`src/rtl/assert_macros.svh`:
```
// ----------------------------------------------------------------------------
// assert_macros: shared concurrent assertion macros
// Define NO_ASSERTIONS to compile the checks out.
// ----------------------------------------------------------------------------
`ifndef ASSERT_MACROS_SVH
`define ASSERT_MACROS_SVH

`ifndef NO_ASSERTIONS

// condition must hold at every enabled edge
`define ASSERT_ALWAYS(label, clk, rst, cond) \
   label: assert property (@(posedge clk) disable iff (rst) (cond)) \
      else $error("assertion failed");

// consequent in the same cycle as the antecedent
`define ASSERT_IMPLIES(label, clk, rst, ante, cons) \
   label: assert property (@(posedge clk) disable iff (rst) (ante) |-> (cons)) \
      else $error("assertion failed");

// consequent in the cycle after the antecedent
`define ASSERT_NEXT(label, clk, rst, ante, cons) \
   label: assert property (@(posedge clk) disable iff (rst) (ante) |=> (cons)) \
      else $error("assertion failed");

`else

`define ASSERT_ALWAYS(label, clk, rst, cond)
`define ASSERT_IMPLIES(label, clk, rst, ante, cons)
`define ASSERT_NEXT(label, clk, rst, ante, cons)

`endif

`endif

```
`src/rtl/lrc_pkg.sv`:
```
// ----------------------------------------------------------------------------
// lrc_pkg: shared types and constants
// Operation codes, cell command struct and size defaults for the LRU cache.
// ----------------------------------------------------------------------------
`timescale 1ns / 1ps
`default_nettype none

package lrc_pkg;

   // field widths fixed by the channel definition
   localparam int unsigned FIELD_BITS = 32;
   localparam int unsigned CNT_BITS   = 5;

   // parameter defaults
   localparam int unsigned DEPTH_DEFAULT      = 16;
   localparam int unsigned KEY_BITS_DEFAULT   = 32;
   localparam int unsigned VALUE_BITS_DEFAULT = 32;

   // capacity register value after reset
   localparam logic [CNT_BITS-1:0] CAPACITY_RESET = 5'd16;

   // operation codes
   typedef enum logic [1:0] {
      KIND_INSERT = 2'd0,
      KIND_LOOKUP = 2'd1,
      KIND_REMOVE = 2'd2,
      KIND_CLEAR  = 2'd3
   } kind_type;

   // command broadcast to every cell
   typedef struct packed {
      logic     en;
      kind_type kind;
   } cell_cmd_type;

endpackage

`default_nettype wire

```
`src/rtl/lrc_req_if.sv`:
```
// ----------------------------------------------------------------------------
// lrc_req_if: request channel
// Valid/ready channel carrying one cache operation.
// ----------------------------------------------------------------------------
`timescale 1ns / 1ps
`default_nettype none

interface lrc_req_if import lrc_pkg::*; ();
   logic                  valid;
   logic                  ready;
   kind_type              kind;
   logic [FIELD_BITS-1:0] key;
   logic [FIELD_BITS-1:0] value;

   modport source (output valid, kind, key, value, input ready);
   modport sink   (input valid, kind, key, value, output ready);
endinterface

`default_nettype wire

```
`src/rtl/lrc_rsp_if.sv`:
```
// ----------------------------------------------------------------------------
// lrc_rsp_if: response channel
// Valid/ready channel carrying the result of one cache operation.
// ----------------------------------------------------------------------------
`timescale 1ns / 1ps
`default_nettype none

interface lrc_rsp_if import lrc_pkg::*; ();
   logic                  valid;
   logic                  ready;
   logic                  hit;
   logic [FIELD_BITS-1:0] value_out;
   logic                  evicted;
   logic [FIELD_BITS-1:0] evicted_key;
   logic [FIELD_BITS-1:0] evicted_value;
   logic [CNT_BITS-1:0]   occupancy;

   modport source (output valid, hit, value_out, evicted, evicted_key, evicted_value,
                   occupancy, input ready);
   modport sink   (input valid, hit, value_out, evicted, evicted_key, evicted_value,
                   occupancy, output ready);
endinterface

`default_nettype wire

```
`src/rtl/lrc_cell.sv`:
```
// ----------------------------------------------------------------------------
// lrc_cell: one recency slot
// Holds one key/value entry, compares it against the request key and moves
// it toward or away from the front by taking its neighbor's entry.
// ----------------------------------------------------------------------------
`timescale 1ns / 1ps
`default_nettype none

module lrc_cell import lrc_pkg::*; #(
   parameter int unsigned INDEX      = 0,
   parameter int unsigned KEY_BITS   = KEY_BITS_DEFAULT,
   parameter int unsigned VALUE_BITS = VALUE_BITS_DEFAULT
) (
   input  wire logic                  clock,
   input  wire cell_cmd_type          cmd,
   input  wire logic [KEY_BITS-1:0]   lookup_key,
   input  wire logic [CNT_BITS-1:0]   count,
   input  wire logic                  found_all,
   // neighbor toward the front (slot INDEX-1) and toward the back (INDEX+1)
   input  wire logic [KEY_BITS-1:0]   prev_key,
   input  wire logic [VALUE_BITS-1:0] prev_value,
   input  wire logic [KEY_BITS-1:0]   next_key,
   input  wire logic [VALUE_BITS-1:0] next_value,
   // chain from the front
   input  wire logic                  found_in,
   input  wire logic [VALUE_BITS-1:0] sel_value_in,
   input  wire logic [KEY_BITS-1:0]   last_key_in,
   input  wire logic [VALUE_BITS-1:0] last_value_in,
   output logic                       found_out,
   output logic [VALUE_BITS-1:0]      sel_value_out,
   output logic [KEY_BITS-1:0]        last_key_out,
   output logic [VALUE_BITS-1:0]      last_value_out,
   // entry held here
   output logic [KEY_BITS-1:0]        key_q,
   output logic [VALUE_BITS-1:0]      value_q,
   output logic                       match
);

   localparam logic [8:0] IDX_L = 9'(INDEX);

   logic [KEY_BITS-1:0]   key_ff;
   logic [KEY_BITS-1:0]   key_in;
   logic [VALUE_BITS-1:0] value_ff;
   logic [VALUE_BITS-1:0] value_in;
   logic                  occupied;
   logic                  is_last;
   logic                  shift_down;
   logic                  shift_up;

   // slot position relative to the fill count
   assign occupied = 9'(count) > IDX_L;
   assign is_last  = 9'(count) == (IDX_L + 9'd1);

   // key compare and chain outputs
   assign match          = occupied && (key_ff == lookup_key);
   assign found_out      = found_in | match;
   assign sel_value_out  = match ? value_ff : sel_value_in;
   assign last_key_out   = is_last ? key_ff : last_key_in;
   assign last_value_out = is_last ? value_ff : last_value_in;

   // movement decision
   always_comb begin
      shift_down = 1'b0;
      shift_up   = 1'b0;
      case (cmd.kind)
         KIND_INSERT: shift_down = !found_in;
         KIND_LOOKUP: shift_down = found_all && !found_in;
         KIND_REMOVE: shift_up   = found_in || match;
         KIND_CLEAR:  ;
         default:     ;
      endcase
   end

   // next entry
   always_comb begin
      key_in   = key_ff;
      value_in = value_ff;
      if (cmd.en && shift_down) begin
         key_in   = prev_key;
         value_in = prev_value;
      end else if (cmd.en && shift_up) begin
         key_in   = next_key;
         value_in = next_value;
      end
   end

   // entry registers, undefined until written
   always_ff @(posedge clock) begin
      key_ff   <= key_in;
      value_ff <= value_in;
   end

   assign key_q   = key_ff;
   assign value_q = value_ff;

endmodule

`default_nettype wire

```
`src/rtl/lru_recency_cache.sv`:
```
// One result per request; the result register loads at the transfer edge and
// is shown in the cycle after.
// Throughput is one request per cycle while results are taken, set by the key
// compare in every cell and the found chain through the cells in that cycle.
// Reset clears the fill count, loads capacity 16 and empties the result
// register; entry contents stay undefined until written, with no clearing pass.
// ----------------------------------------------------------------------------
// lru_recency_cache: move-to-front LRU key/value cache
// A row of cells holds the entries most recent first; insert, lookup,
// remove and clear are applied to all cells at once.
// ----------------------------------------------------------------------------
`timescale 1ns / 1ps
`default_nettype none

`include "assert_macros.svh"

module lru_recency_cache import lrc_pkg::*; #(
   parameter int unsigned DEPTH      = DEPTH_DEFAULT,
   parameter int unsigned KEY_BITS   = KEY_BITS_DEFAULT,
   parameter int unsigned VALUE_BITS = VALUE_BITS_DEFAULT
) (
   input  wire logic                clock,
   input  wire logic                reset,
   lrc_req_if.sink                  req_ch,
   lrc_rsp_if.source                rsp_ch,
   input  wire logic                csr_write_enable,
   input  wire logic [CNT_BITS-1:0] csr_write_data
);

   logic [CNT_BITS-1:0]   count_ff;
   logic [CNT_BITS-1:0]   count_in;
   logic [CNT_BITS-1:0]   cap_ff;
   logic [CNT_BITS-1:0]   cap_eff;
   logic                  accept;
   cell_cmd_type          cmd;
   logic [KEY_BITS-1:0]   req_key_w;
   logic [VALUE_BITS-1:0] req_value_w;
   logic [VALUE_BITS-1:0] head_value;
   logic                  found_all;

   logic                  found_w    [DEPTH+1];
   logic [VALUE_BITS-1:0] sel_w      [DEPTH+1];
   logic [KEY_BITS-1:0]   last_key_w [DEPTH+1];
   logic [VALUE_BITS-1:0] last_val_w [DEPTH+1];
   logic [KEY_BITS-1:0]   cell_key   [DEPTH];
   logic [VALUE_BITS-1:0] cell_val   [DEPTH];
   logic [DEPTH-1:0]      match_vec;

   logic                  rsp_valid_ff;
   logic                  hit_ff,     hit_in;
   logic [FIELD_BITS-1:0] vout_ff,    vout_in;
   logic                  ev_ff,      ev_in;
   logic [FIELD_BITS-1:0] ev_key_ff,  ev_key_in;
   logic [FIELD_BITS-1:0] ev_val_ff,  ev_val_in;

   // handshake: the result register frees when its content is taken
   assign req_ch.ready = !rsp_valid_ff || rsp_ch.ready;
   assign accept       = req_ch.valid && req_ch.ready;
   assign cmd.en       = accept;
   assign cmd.kind     = req_ch.kind;
   assign req_key_w    = KEY_BITS'(req_ch.key);
   assign req_value_w  = VALUE_BITS'(req_ch.value);

   // effective capacity, clamped to one and to the cell count
   always_comb begin
      cap_eff = cap_ff;
      if (cap_ff == '0) begin
         cap_eff = CNT_BITS'(1);
      end else if (9'(cap_ff) > 9'(DEPTH)) begin
         cap_eff = CNT_BITS'(DEPTH);
      end
   end

   // chain ends
   assign found_w[0]    = 1'b0;
   assign sel_w[0]      = '0;
   assign last_key_w[0] = '0;
   assign last_val_w[0] = '0;
   assign found_all     = found_w[DEPTH];
   assign head_value    = (req_ch.kind == KIND_INSERT) ? req_value_w : sel_w[DEPTH];

   // row of cells, slot 0 most recent
   for (genvar i = 0; i < DEPTH; i++) begin : g_cell
      logic [KEY_BITS-1:0]   p_key;
      logic [VALUE_BITS-1:0] p_val;
      logic [KEY_BITS-1:0]   n_key;
      logic [VALUE_BITS-1:0] n_val;

      if (i == 0) begin : g_head
         assign p_key = req_key_w;
         assign p_val = head_value;
      end else begin : g_mid
         assign p_key = cell_key[i-1];
         assign p_val = cell_val[i-1];
      end

      if (i == DEPTH - 1) begin : g_tail
         assign n_key = cell_key[i];
         assign n_val = cell_val[i];
      end else begin : g_body
         assign n_key = cell_key[i+1];
         assign n_val = cell_val[i+1];
      end

      lrc_cell #(
         .INDEX      (i),
         .KEY_BITS   (KEY_BITS),
         .VALUE_BITS (VALUE_BITS)
      ) u_cell (
         .clock          (clock),
         .cmd            (cmd),
         .lookup_key     (req_key_w),
         .count          (count_ff),
         .found_all      (found_all),
         .prev_key       (p_key),
         .prev_value     (p_val),
         .next_key       (n_key),
         .next_value     (n_val),
         .found_in       (found_w[i]),
         .sel_value_in   (sel_w[i]),
         .last_key_in    (last_key_w[i]),
         .last_value_in  (last_val_w[i]),
         .found_out      (found_w[i+1]),
         .sel_value_out  (sel_w[i+1]),
         .last_key_out   (last_key_w[i+1]),
         .last_value_out (last_val_w[i+1]),
         .key_q          (cell_key[i]),
         .value_q        (cell_val[i]),
         .match          (match_vec[i])
      );
   end

   // result and next fill count
   always_comb begin
      count_in  = count_ff;
      hit_in    = 1'b0;
      vout_in   = '0;
      ev_in     = 1'b0;
      ev_key_in = '0;
      ev_val_in = '0;
      case (req_ch.kind)
         KIND_INSERT: begin
            hit_in = found_all;
            if (!found_all) begin
               if (count_ff >= cap_eff) begin
                  ev_in     = 1'b1;
                  ev_key_in = FIELD_BITS'(last_key_w[DEPTH]);
                  ev_val_in = FIELD_BITS'(last_val_w[DEPTH]);
                  count_in  = cap_eff;
               end else begin
                  count_in  = count_ff + CNT_BITS'(1);
               end
            end
         end
         KIND_LOOKUP: begin
            hit_in  = found_all;
            vout_in = FIELD_BITS'(sel_w[DEPTH]);
         end
         KIND_REMOVE: begin
            hit_in = found_all;
            if (found_all) begin
               count_in = count_ff - CNT_BITS'(1);
            end
         end
         KIND_CLEAR: begin
            count_in = '0;
         end
         default: ;
      endcase
   end

   // control registers
   always_ff @(posedge clock) begin
      if (reset) begin
         count_ff     <= '0;
         cap_ff       <= CAPACITY_RESET;
         rsp_valid_ff <= 1'b0;
      end else begin
         if (accept) begin
            count_ff <= count_in;
         end
         if (csr_write_enable && (count_ff == '0)) begin
            cap_ff <= csr_write_data;
         end
         if (accept) begin
            rsp_valid_ff <= 1'b1;
         end else if (rsp_ch.ready) begin
            rsp_valid_ff <= 1'b0;
         end
      end
   end

   // result payload
   always_ff @(posedge clock) begin
      if (accept) begin
         hit_ff    <= hit_in;
         vout_ff   <= vout_in;
         ev_ff     <= ev_in;
         ev_key_ff <= ev_key_in;
         ev_val_ff <= ev_val_in;
      end
   end

   assign rsp_ch.valid         = rsp_valid_ff;
   assign rsp_ch.hit           = hit_ff;
   assign rsp_ch.value_out     = vout_ff;
   assign rsp_ch.evicted       = ev_ff;
   assign rsp_ch.evicted_key   = ev_key_ff;
   assign rsp_ch.evicted_value = ev_val_ff;
   assign rsp_ch.occupancy     = count_ff;

   // checks
   `ASSERT_ALWAYS(a_count_le_cap, clock, reset, count_ff <= cap_eff)
   `ASSERT_ALWAYS(a_unique_match, clock, reset, $onehot0(match_vec))
   `ASSERT_NEXT(a_clear_empties, clock, reset, accept && (req_ch.kind == KIND_CLEAR),
                count_ff == '0)
   `ASSERT_IMPLIES(a_stall_blocks, clock, reset, rsp_valid_ff && !rsp_ch.ready,
                   !req_ch.ready)

endmodule

`default_nettype wire

```
`src/flat_wrapper.sv`:
```
// flat-port wrapper written by rule: the top's interface ports become plain ports
module lru_recency_cache_flat import lrc_pkg::*;
#(
   parameter int unsigned DEPTH      = DEPTH_DEFAULT,
   parameter int unsigned KEY_BITS   = KEY_BITS_DEFAULT,
   parameter int unsigned VALUE_BITS = VALUE_BITS_DEFAULT
)
  (clock, reset, csr_write_enable, csr_write_data, req_ch_valid, req_ch_kind, req_ch_key, req_ch_value, req_ch_ready, rsp_ch_valid, rsp_ch_hit, rsp_ch_value_out, rsp_ch_evicted, rsp_ch_evicted_key, rsp_ch_evicted_value, rsp_ch_occupancy, rsp_ch_ready);
  lrc_req_if req_ch_i ();
  lrc_rsp_if rsp_ch_i ();
  input  wire logic clock;
  input  wire logic reset;
  input  wire logic csr_write_enable;
  input  wire logic [CNT_BITS-1:0] csr_write_data;
  input wire logic [$bits(req_ch_i.valid)-1:0] req_ch_valid;
  input wire logic [$bits(req_ch_i.kind)-1:0] req_ch_kind;
  input wire logic [$bits(req_ch_i.key)-1:0] req_ch_key;
  input wire logic [$bits(req_ch_i.value)-1:0] req_ch_value;
  output wire logic [$bits(req_ch_i.ready)-1:0] req_ch_ready;
  output wire logic [$bits(rsp_ch_i.valid)-1:0] rsp_ch_valid;
  output wire logic [$bits(rsp_ch_i.hit)-1:0] rsp_ch_hit;
  output wire logic [$bits(rsp_ch_i.value_out)-1:0] rsp_ch_value_out;
  output wire logic [$bits(rsp_ch_i.evicted)-1:0] rsp_ch_evicted;
  output wire logic [$bits(rsp_ch_i.evicted_key)-1:0] rsp_ch_evicted_key;
  output wire logic [$bits(rsp_ch_i.evicted_value)-1:0] rsp_ch_evicted_value;
  output wire logic [$bits(rsp_ch_i.occupancy)-1:0] rsp_ch_occupancy;
  input wire logic [$bits(rsp_ch_i.ready)-1:0] rsp_ch_ready;
  assign req_ch_i.valid = req_ch_valid;
  assign req_ch_i.kind = req_ch_kind;
  assign req_ch_i.key = req_ch_key;
  assign req_ch_i.value = req_ch_value;
  assign req_ch_ready = req_ch_i.ready;
  assign rsp_ch_valid = rsp_ch_i.valid;
  assign rsp_ch_hit = rsp_ch_i.hit;
  assign rsp_ch_value_out = rsp_ch_i.value_out;
  assign rsp_ch_evicted = rsp_ch_i.evicted;
  assign rsp_ch_evicted_key = rsp_ch_i.evicted_key;
  assign rsp_ch_evicted_value = rsp_ch_i.evicted_value;
  assign rsp_ch_occupancy = rsp_ch_i.occupancy;
  assign rsp_ch_i.ready = rsp_ch_ready;
  lru_recency_cache #(.DEPTH(DEPTH), .KEY_BITS(KEY_BITS), .VALUE_BITS(VALUE_BITS)) u_core (.clock(clock), .reset(reset), .req_ch(req_ch_i), .rsp_ch(rsp_ch_i), .csr_write_enable(csr_write_enable), .csr_write_data(csr_write_data));
endmodule
```
`config.mk`:
```
export PLATFORM = sky130hd
export DESIGN_NAME = lru_recency_cache_flat
export DESIGN_NICKNAME = d
export VERILOG_FILES = /design/src/rtl/lrc_pkg.sv /design/src/rtl/lrc_req_if.sv /design/src/rtl/lrc_rsp_if.sv /design/src/rtl/lrc_cell.sv /design/src/rtl/lru_recency_cache.sv /design/src/flat_wrapper.sv
export VERILOG_INCLUDE_DIRS = /design/src /design/src/rtl
export SDC_FILE = /design/constraint.sdc
export NUM_CORES = 2
export LEC_CHECK = 0
export BUFFER_PORTS_ARGS = -buffer_cell sky130_fd_sc_hd__buf_2
export CORE_ASPECT_RATIO = 1.5
export CORE_UTILIZATION = 50
export CTS_CLUSTER_SIZE = 24
export DETAILED_ROUTE_END_ITERATION = 10
export HOLD_SLACK_MARGIN = 0.02
export PLACE_DENSITY = 0.69
export SYNTH_ARGS = -nofsm -noshare
export SYNTH_HDL_FRONTEND = slang
export SYNTH_HIERARCHICAL = 1
export SYNTH_SLANG_ARGS = --single-unit
```
`constraint.sdc`:
```
create_clock -name clock -period 10.31 [get_ports clock]
set_clock_uncertainty 0.2 [all_clocks]
set_input_delay 2.062 -clock clock [delete_from_list [all_inputs] [get_ports clock]]
set_output_delay 2.062 -clock clock [all_outputs]
set_load 0.02 [all_outputs]
```
# Word level (Yosys, flattened, before mapping)
# Index checks and enable logic that the tools add are counted.
dict set report classes {
  add_sub_neg 2
  n_lt_le_gt_ge 18
  eq_ne 37
  n_mux 149
  bitwise_logic 17
  n_reduce_logical 119
}
# op n
set op_table {}
lappend op_table {{32-bit two-way mux} 109}
lappend op_table {{32-bit equality test} 16}
lappend op_table {{1-bit logical AND} 64}
lappend op_table {{5-bit by 4-bit equality test with 1-bit output (second input constant)} 8}
lappend op_table {{5-bit by 4-bit > comparator with 1-bit output (second input constant)} 8}
lappend op_table {{1-bit case mux with 2 select lines} 16}
lappend op_table {{2-bit nonzero test} 16}
lappend op_table {{5-bit two-way mux} 5}
lappend op_table {{5-bit by 3-bit equality test with 1-bit output (second input constant)} 4}
lappend op_table {{5-bit by 3-bit > comparator with 1-bit output (second input constant)} 4}
lappend op_table {{1-bit two-way mux} 18}
lappend op_table {{1-bit logical NOT} 16}
lappend op_table {{1-bit logical OR} 15}
lappend op_table {{1-bit bitwise OR} 15}
lappend op_table {{5-bit case mux with 3 select lines} 1}
lappend op_table {{5-bit by 2-bit equality test with 1-bit output (second input constant)} 2}
lappend op_table {{5-bit by 1-bit > comparator with 1-bit output (second input constant)} 2}
lappend op_table {{5-bit by 2-bit > comparator with 1-bit output (second input constant)} 2}
lappend op_table {{5-bit logical NOT} 2}
lappend op_table {{3-bit OR reduction} 2}
lappend op_table {{5-bit by 1-bit adder with 5-bit output (second input constant)} 1}
lappend op_table {{5-bit by 1-bit equality test with 1-bit output (second input constant)} 1}
lappend op_table {{5-bit equality test (second input constant)} 1}
lappend op_table {{5-bit greater-or-equal comparator} 1}
lappend op_table {{other kinds (10)} 13}
dict set report totals {
  register_bits 1133
  input_bits 76
  output_inout_bits 105
  elab_cells 382
}

# Depth between registers and ports, before layout
dict set report depth {
  depth_word 21
  mapped_depth 34
  ltp_nobuf 33
}

# By module
# Netlist, hierarchy kept.
# mod n_inst cells_each area_each_um2 seq_area_each_um2
set by_module_without_submodules {}
lappend by_module_without_submodules {{lrc_cell (u_core.g_cell[10].u_cell ...)} 2 296 4366.7 1921.8}
lappend by_module_without_submodules {lru_recency_cache 1 351 4923.5 3163.0}
lappend by_module_without_submodules {{lrc_cell (u_core.g_cell[11].u_cell)} 1 309 4460.5 1921.8}
lappend by_module_without_submodules {{lrc_cell (u_core.g_cell[15].u_cell)} 1 310 4459.3 1921.8}
lappend by_module_without_submodules {{lrc_cell (u_core.g_cell[7].u_cell)} 1 298 4386.7 1921.8}
lappend by_module_without_submodules {{lrc_cell (u_core.g_cell[8].u_cell)} 1 300 4380.5 1921.8}
lappend by_module_without_submodules {{lrc_cell (u_core.g_cell[0].u_cell)} 1 300 4365.4 1921.8}
lappend by_module_without_submodules {{lrc_cell (u_core.g_cell[6].u_cell)} 1 296 4365.4 1921.8}
lappend by_module_without_submodules {{lrc_cell (u_core.g_cell[14].u_cell)} 1 295 4360.4 1921.8}
lappend by_module_without_submodules {{lrc_cell (u_core.g_cell[2].u_cell)} 1 297 4346.7 1921.8}
lappend by_module_without_submodules {{lrc_cell (u_core.g_cell[12].u_cell)} 1 297 4341.7 1921.8}
lappend by_module_without_submodules {{lrc_cell (u_core.g_cell[13].u_cell)} 1 296 4334.2 1921.8}
lappend by_module_without_submodules {{lrc_cell (u_core.g_cell[9].u_cell)} 1 310 4326.6 1921.8}
lappend by_module_without_submodules {{lrc_cell (u_core.g_cell[5].u_cell)} 1 299 4274.1 1921.8}
lappend by_module_without_submodules {{2 more rows} n/a n/a n/a n/a}

# Least setup slack after synthesis
# Ideal clock, no wire load.
dict set report synth_timing {
  path_type {input-to-reg}
  from {in rsp_ch_ready}
  to {reg u_core.g_cell[7].u_cell.key_ff[0] (enable)}
  setup_ps 524
  arrival_ps 9937
  required_time_ps 9586
  setup_slack_ps -351
  cell_stages 6
  n_path_buf 1
  path_cell_list {nand2b_2 -> and2_1 -> clkbuf_1 -> o21ai_0 -> a211o_1 -> a31oi_1}
}
dict set report synth_between {
  elab_chain_len 4
  word_cells_on_any_way 5
  cone_classes {reduce/logical (5)}
}
# element line_no
set synth_rtl {}
lappend synth_rtl {{from (decl)} flat_wrapper.sv:27} ;# input wire logic [$bits(rsp_ch_i.ready)-1:0] rsp_ch_ready;
lappend synth_rtl {{1-bit logical OR *} lru_recency_cache.sv:57} ;# assign req_ch.ready = !rsp_valid_ff || rsp_ch.ready;
lappend synth_rtl {{1-bit logical AND *} lru_recency_cache.sv:58} ;# assign accept = req_ch.valid && req_ch.ready;
lappend synth_rtl {{named net u_core.accept} lru_recency_cache.sv:34} ;# logic accept;
lappend synth_rtl {{1-bit logical AND, on equally long branches} {lrc_cell.sv:78, lrc_cell.sv:81}}
lappend synth_rtl {{2-bit nonzero test (no source line) *} n/a}
lappend synth_rtl {{to (signal assigned)} lrc_cell.sv:89} ;# key_ff <= key_in;
lappend synth_rtl {{to (decl)} lrc_cell.sv:41} ;# logic [KEY_BITS-1:0] key_ff;
# The timed path passes the listed nets; every way through them passes the cells marked *.
# A chain may end at the register's enable or synchronous reset.

==> flow_summary.yaml <==
die:
  die_w_um: 317
  start_util_pct: 50.6
  ios: 181
  coreArea_um2: 147000
  dieArea_um2: 150000
  dieHeight_um: 474
  rows: 172
setup_path:
  required_ps: 10640
  critPathMostFrequentCell: "nand2_1"
  worstReg2RegEnd: "u_core/g_cell[15].u_cell/key_q[20]"
  slowest_stage: "nand3_4"
  path_delay_family: "simple AND/OR/NAND/NOR gates"
  worstPathMaxFanout: 31
  reg2reg_slack_ps: 2010
  max_stage_delay_ps: 540
  crit_cells: 35
  worstReg2RegStart: "u_core/rsp_ch.occupancy[3]"
  arrival_ps: 9210
  cp-end-kind: "register"
  reg2regPathDepth: 34
  worstPathBufferInverterCount: 12
  critPathLaunchType: "input port"
  worstSetupPathType: "in2reg"
synthesis:
  postSynthCellCount: 5101
  yosysWarnings: 6
  syn_avg_cell_area_um2: 14.6
  synth_area_um2: 74300
placed_design:
  gp_congestion: 0.954
  io_buffers: 180
  post-dp-hpwl_mm: 168
  placed_cells: 7167
routing:
  viasPerCell: 6.40
  drc: 0
  num_vias: 47300
  totalWireLength_mm: 252
  ant_nets: 0
  avgRoutedWirePerCell_um: 34.2
  first_pass_iters: 5
  drt_iter0_markers: 3975
clock_tree:
  holdBufCountCts: 0
  cts_inserted_buffers: 116
  ctsResizeCount: 0
  clk_pin_slew_worst_paths_ps: 60
  cts_buffer_depth: 3
  cts_tree: "built"
  h-tree-depth: 3
  post-cts-setup-buffers: 0
  cts_sinks: 1133
  clk_latency_ps: 800
  clock-root-buffer: "clkbuf_16"
global_route:
  gr-max-usage-layer: "met2"
  grt_start_max_net_pins: 66
  grt_util_all_layers_pct: 33.1
  grtUsageMet1_pct: 37.6
  grt_pass1_wl_mm: 358
  gr-total-overflow: 0
  use_met2_pct: 57.0
  grt_pass1_vias: 49200
  grt_use_met3_pct: 4.15
  antenna_found_initial: 15
layout:
  multi_input_area_um2: 39400
  seqCellArea_um2: 33900
  area_growth_pct: 10.1
  finalNetCount: 5455
  final-instance-count-excl-fill: 7386
  drive_gt1_share_pct: 57.8
  nFillCells: 12100
sta:
  worst_pin_slew_ps: 1130
  max_freq_mhz: 113
  drv_slew: 0
  post-route-min-period_ps: 8870
  finalSetupViolCount: 0
  slew_headroom_pct: 24.1
  final_hold_viol_count: 0
  fin_crit_sh_pct: 86.1
  finalSetupTns_ps: 0
  rsz0062_at_grt: "false"
hold_path:
  hp-class: "reg2reg"
  worst_hold_path.endpoint: "u_core/cap_ff[0]"
  min_from: "u_core/cap_ff[0]"
  min_path_cells: 2
power_and_ir_drop:
  powerDensity_nw_per_um2: 142
  p_leak_nw: 29.0
  ir_drop_mv: 0.137
job:
  max_cap_viol_count: 0
outcome:
  outcome: "complete, no violations"
## worst max path at each step
stage	slack, ps	from	endpoint
2_1_floorplan	330	req_ch_key[31]	u_core/g_cell[15].u_cell/key_q[0]
3_3_place_gp	770	req_ch_key[23]	u_core/g_cell[15].u_cell/key_q[8]
3_5_place_dp	730	req_ch_key[23]	u_core/g_cell[15].u_cell/key_q[3]
4_1_cts	1530	req_ch_key[23]	u_core/g_cell[15].u_cell/key_q[3]
5_1_grt	1040	req_ch_key[17]	u_core/g_cell[15].u_cell/key_q[2]
6_report	1440	req_ch_key[23]	u_core/g_cell[15].u_cell/key_q[20]
## routing by layer
metal	wire length [um]	share of wire, %
met1	92600	37
met2	127000	50
met3	13500	5.4
met4	19500	7.7
met5	12	0.0048
## flip-flops by register name, indices dropped and copies added (netlist names)
register,cells
u_core/rsp_ch.hit,1
u_core/rsp_ch.valid,1
u_core/rsp_ch.evicted_key,32
u_core/rsp_ch.value_out,32
u_core/rsp_ch.evicted,1
u_core/cap_ff,5
u_core/g_cell.u_cell/key_q,512
u_core/rsp_ch.occupancy,5
u_core/g_cell.u_cell/value_q,512
u_core/rsp_ch.evicted_value,32
## where the power goes
group	internal [mW]	total (mW)	switching [mW]
Clock	2.28	4.20	1.92
Combinational	0.921	1.87	0.947
Sequential	5.32	5.54	0.215
Total	8.52	11.6	3.08
## placed cells by master, fill, tap and decap left out, types with 17 or more instances in the layout
cell type  count
clkbuf_16    119
nor4_1        43
o21ai_0       17
xnor2_1      333
nand2_1       53
and2_1        97
buf_4        116
nor2_1        32
xor2_1       181
buf_12        26
conb_1        98
clkinv_1      26
buf_2        179
clkinv_2      27
nand4_1       80
inv_1         44
clkbuf_1      29
mux2_4       343
edfxtp_1    1122
mux2_2      2238
## per-stage QoR
step / util [%] / setup WS [ps] / cell area [um^2] / hold WS, ps / total power [mW]
global placement: 53.2 / 773 / 78200 / 289 / 7.43
finish: 55.7 / 1440 / 81800 / 306 / 11.6
global route: 55.7 / 1040 / 81800 / 342 / 11.9
floorplan: - / 332 / 74700 / 261 / 6.78
CTS: 55.7 / 1530 / 81800 / 314 / 11.6
detailed placement: 53.2 / 732 / 78200 / 299 / 7.45
## worst min-delay path: cells and delay by family, from the launching register on
family / cells / cell delay (ps)
mux: 1 / 70
simple gates: 1 / 70
flops: 1 / 330
## area by class of cell
class                           count  area share, %
Multi-Input combinational cell   3755           48.2
Sequential cell                  1133           41.5
Clock buffer                      148           3.77
Tap cell                         1914           2.93
Timing Repair Buffer              321           2.80
Clock inverter                     65          0.621
Inverter                           44          0.202
Antenna cell                        6         0.0184
Power figures use the tool's default switching activity.
